<file path="config.mk">
export PLATFORM = sky130hd
export DESIGN_NAME = lspl_ram
export DESIGN_NICKNAME = d
export VERILOG_FILES = /design/src/hw/rtl/assert_macros.svh /design/src/hw/rtl/lspl_ram.sv
export SDC_FILE = /design/constraint.sdc
export NUM_CORES = 1
export LEC_CHECK = 0
export CORE_UTILIZATION = 35
export DETAILED_ROUTE_END_ITERATION = 16
export DONT_BUFFER_PORTS = 1
export PLACE_DENSITY = 0.56
export SLEW_MARGIN = 20
export SYNTH_ARGS = -nofsm -noshare
export SYNTH_HDL_FRONTEND = slang
export SYNTH_SLANG_ARGS = --single-unit
export TNS_END_PERCENT = 30
</file>
<file path="constraint.sdc">
create_clock -name i_clk -period 4.37 [get_ports i_clk]
set_input_delay 0 -clock i_clk [delete_from_list [all_inputs] [get_ports i_clk]]
set_output_delay 0 -clock i_clk [all_outputs]
set_load 0.1 [all_outputs]
</file>
<file path="src/hw/rtl/assert_macros.svh">
// Assertion macros shared by the limiter RTL.
// Depends on nothing; included by the files that carry assertions.
`ifndef ASSERT_MACROS_SVH
`define ASSERT_MACROS_SVH
`ifndef SYNTHESIS
`define LSPL_ASSERT(lbl, clk, rst_n, prop) \
    lbl: assert property (@(posedge clk) disable iff (!rst_n) (prop)) \
        else $error("assertion failed");
`define LSPL_NEVER(lbl, clk, rst_n, cond) \
    lbl: assert property (@(posedge clk) disable iff (!rst_n) !(cond)) \
        else $error("forbidden condition seen");
`else
`define LSPL_ASSERT(lbl, clk, rst_n, prop)
`define LSPL_NEVER(lbl, clk, rst_n, cond)
`endif
`endif

</file>
<file path="src/hw/rtl/lspl_ram.sv">
// Generic simple dual-port RAM with one write port and a registered read.
// No dependencies.
`timescale 1ns / 1ps
`default_nettype none
module lspl_ram #(
    parameter int WIDTH = 8,
    parameter int DEPTH = 16
) (
    input  wire logic                     i_clk,
    input  wire logic                     i_we,
    input  wire logic [$clog2(DEPTH)-1:0] i_waddr,
    input  wire logic [WIDTH-1:0]         i_wdata,
    input  wire logic [$clog2(DEPTH)-1:0] i_raddr,
    output logic      [WIDTH-1:0]         o_rdata
);
    logic [WIDTH-1:0] r_mem [DEPTH];

    // Write and registered read.
    always_ff @(posedge i_clk) begin
        if (i_we) begin
            r_mem[i_waddr] <= i_wdata;
        end
        o_rdata <= r_mem[i_raddr];
    end
endmodule
`default_nettype wire

</file>
After elaboration in Yosys (flattened, before gate mapping)
Memory sizes are Yosys's and may differ from the RTL's. A register that Yosys moved wholly into a read port is not among the register bits.
Cells that the tools add are included.
Word-level totals
  bits in registers: 0
  latch bits: 0
  bits in writable memories: 128
  memory bits (read-only): 0
  input port bits: 18
  output and inout bits: 8
  memories: 1
Cells by class
  $add $sub $neg: 0
  $mul: 0
  divide/modulo/power cells: 0
  order comparisons: 0
  eq/ne operators: 0
  shifts and indexed selects: 0
  multiplexer cells: 2
  bitwise gates (word level): 0
  reductions and logical operators: 0
Memories
  r_mem: words 16, bits a word 8, rd ports 1, clocked after Yosys merged registers in 1, write ports 1, RTL line lspl_ram.sv:16  | logic [WIDTH-1:0] r_mem [DEPTH];
Operators by type and width (number)
  two-way mux 1 bit: 2

Depth between registers and ports, before layout
  depth after elaboration: 2
  depth in mapped cells: 5
  depth with buffers taken out: 3

Worst setup path before layout
Ideal clock, no wire load.
  path kind: input port to flip-flop
  from: input port i_waddr[2]
  to: memory r_mem[0][0], enable pin
  setup time: 0.383 ns
  arrival: 1.110 ns
  data required time: 3.987 ns
  slack: 2.877 ns
  cell stages on the path: 2
  buffers on the path: 0
  cell sequence: or3b_2 -> nor3_1
RTL lines
  start: declaration: RTL line lspl_ram.sv:11  | input wire logic [$clog2(DEPTH)-1:0] i_waddr,
  end: declaration: RTL line lspl_ram.sv:16
No word-level cell before the write port.

==> results by group <==
Die
  • Core ar.: 0.01410 mm²
  • Die H: 123.3 µm
  • I/O pin count: 26
  • Die width: ~120 µm
  • Initial Util: 0.3652
  • Die ar.: 0.01520 mm²
  • Number of core rows: 43

Setup path
  • Setup crit start kind: flip-flop
  • Required time of the critical path: about 4.7 ns
  • RR Startpoint: r_mem[7][6]
  • WS Path Type: flip-flop to flip-flop
  • Setup slack, reg-to-reg: about 1.6 ns
  • Critical path arrival: between 3 and 4 ns
  • Worst Reg-to-Reg Cells: 6
  • Crit end category: flip-flop
  • Critical Path Stages: 6
  • CP delay by family, top: buffers and inverters
  • Critical Path Fanout Max: 1
  • RR Endpoint: o_rdata[6]
  • Crit path max-delay cell type: dlygate4sd3_1
  • Crit-path most repeated cell: dlygate4sd3_1
  • Crit path cell chain: mux4_2 -> dlygate4sd3_1 -> a22oi_1 -> dlygate4sd3_1 -> nand2_1 -> dlygate4sd3_1
  • Buffers & Inverters on Critical Path: 3
  • Biggest cell delay along the critical path: roughly 0.57 ns

Global route
  • Largest net degree at the start of global routing: 28
  • Global-route wire length before repair: around 15000 µm
  • Vias in the first global route: about 2500
  • Tot GR Track Use: 0.1512
  • Antenna violations before repair: 0
  • Grt ovf: 0

Timing
  • Slew Limit Fails: 0
  • Crit share post-route: 0.6377
  • Hold slack: around 0.0042 ns
  • Actual slew at the worst max-slew pin: 0.9863 ns
  • Fin Setup TNS: 0 ns
  • Post-layout min period: 2.787 ns
  • Setup Skew: 0.006299 ns
  • Normalized max-slew margin: 0.3400
  • FMAX: ~360 MHz
  • Final-report hold violation count: 0
  • RSZ-0062 raised after global routing: no
  • Setup violations, final: 0

Pwr
  • Sw Share: 0.2070
  • VDD IR max: 297.8 µV
  • Clock power share: 0.454
  • P_sw: about 630 µW
  • Cell area power density: approximately 500 mW/mm²
  • Internal power: between 2000 and 2500 µW
  • Combinational power share: 0.039
  • Seq pwr share: 0.507
  • LEAKAGE: ~0.002 µW

Drt
  • Via count: 2293
  • DRC: 0
  • Post-Route WL: around 10000 µm
  • DR WL/cell: approximately 22 µm
  • Post-route antenna net violation count: 0
  • Via density: between 5 and 6
  • Router iterations before antenna repair: 4
  • DR iter-0 viols: 160

Clock tree
  • TritonCTS clock tree: built
  • H-tree Lvls: 4
  • Clock Sinks: 136
  • Clock transition at the registers of the reported paths: about 0.050 ns
  • Clock Root Buffer: clkbuf_16
  • Post-CTS setup buffers: 0
  • Longest Clk Path Bufs: 2
  • CTS Buf Count: 17
  • Worst-skew pair later-pin latency: 0.41 ns

Cells and area
  • Inserted Diodes: 0
  • Cell area after layout: roughly 0.006 mm²
  • Fin util: 0.4298
  • Area growth, synth to finish: 17.70%
  • Fill count: approximately 1200
  • Multi-input logic area: 0.001057 mm²
  • Final nets: 276
  • FF/Latch Area: 0.004004 mm²
  • Layout cells sized above 1: 0.1771

Job
  • Max capacitance violation total: 0

Placed design
  • Placed Area: between 0.005 and 0.006 mm²
  • GP Congestion: 0.7019
  • Detailed Place HPWL: about 6000 µm
  • Port Buf Inserts: 0

Status
  • Status: completed

Synth
  • Synth Instances: around 230
  • Synth Register Bits: 136
  • Syn nets: around 250
  • Yosys cell types: 19
  • Syn avg cell area: 22.48 µm²
  • Ys Warns: 0
  • Post-synthesis sequential area ratio: 0.7778
  • Mapped cell area: 0.005147 mm²

Hold path
  • Hold Startpoint: i_raddr[0]
  • Worst Hold Endpoint: o_rdata[7]
  • Worst min path class: input pin to flip-flop
  • Worst Hold Depth: 3
==> how the worst max path moves through the flow <==
stage,startpoint,to,slack (ns)
2_1_floorplan,i_waddr[2],r_mem[0][0],2.88
3_3_place_gp,i_waddr[2],r_mem[0][4],2.64
3_5_place_dp,i_waddr[2],r_mem[0][1],2.57
4_1_cts,r_mem[7][6],o_rdata[6],1.60
5_1_grt,r_mem[7][6],o_rdata[6],1.50
6_report,r_mem[7][6],o_rdata[6],1.58
==> cell usage in the layout, fill, tap and decap left out <==
master         instances
clkbuf_16             17
nand2_1                9
a22oi_1               16
clkinv_2               4
clkinvlp_4             1
dfxtp_1                8
nor2_1                13
edfxtp_1             128
buf_12                 1
nand3_1                1
and2_1                 1
or3b_2                 1
nor2b_1                1
nand3b_1               2
clkbuf_1               3
mux4_1                14
and2b_1                1
buf_4                  3
nor3_1                 4
bufinv_16              3
clkinv_1               4
nand2b_1               2
dlygate4sd3_1         16
mux4_2                18
==> power groups by stage <==
stage          clock, µW  sequential (µW)  combinational [µW]
3_5_place_dp           0             1560                78.2
4_1_cts             1400             1530                 119
6_report            1370             1530                 117
3_3_place_gp           0             1560                77.9
2_1_floorplan          0             1560                74.0
5_1_grt             1460             1530                 127
==> metal layers <==
layer | up-vias | track usage | share of wire
met3 | 7 | 0.05304 | 0.053
met1 | 1191 | 0.1964 | 0.45
met4 | 0 | 0.04970 | 0.0086
met2 | 62 | 0.2371 | 0.49
met5 | - | 0 | 0
li1 | 1033 | - | -
==> worst reg2reg max path: stages, from the launching register on <==
cell	delay, ns
edfxtp_1	0.35
mux4_2	0.46
dlygate4sd3_1	0.56
a22oi_1	0.13
dlygate4sd3_1	0.57
nand2_1	0.05
dlygate4sd3_1	0.55
==> registers in the layout (all words and copies together), names as in the netlist <==
signal / cells
o_rdata: 8
r_mem: 128
==> area by class of cell <==
cell class / count / share of cell area
clock inverters: 12 / 0.02189
multi-input cells: 83 / 0.1745
clock buffers: 20 / 0.07208
repair buffers: 20 / 0.03346
well taps: 180 / 0.03717
flip-flops and latches: 136 / 0.6609
==> per-stage QoR <==
| stage | worst slack (ns) | cells | power [µW] |
|---|---|---|---|
| final | 1.583 | 451 | 3022 |
| after floorplan | 2.877 | 229 | 1629 |
| after global routing | 1.505 | 451 | 3119 |
| after global placement | 2.638 | 402 | 1636 |
| after detailed placement | 2.570 | 402 | 1637 |
| after CTS | 1.601 | 451 | 3048 |
==> what timing repair did <==
action	4_1_cts	5_1_grt
gates resized for setup	0	0
hold buffers	17	0
hold endpoints to repair	167	0
==> synth_stat cells, drive strengths merged <==
cell / n / area, µm²
nor2b: 1 / 6.260
mux4: 32 / 773.2
dfxtp: 8 / 160.2
and2b: 1 / 7.510
nand3: 1 / 5.000
nor2: 13 / 48.80
nand3b: 2 / 15.01
nand2: 9 / 33.78
and2: 1 / 6.260
nor3: 4 / 20.02
a22oi: 16 / 120.1
nand2b: 2 / 12.51
buf: 7 / 56.30
clkdlybuf4s25: 3 / 30.03
or3b: 1 / 8.760
edfxtp: 128 / 3844
==> kinds of logic after synthesis <==
group	Yosys count	share of synthesized area
flops	136	0.7778
simple gates	35	0.03184
mux	32	0.1502
compound gates	16	0.02334
buf+inv	10	0.01677
Note: power is estimated with default switching activity, not from simulation.
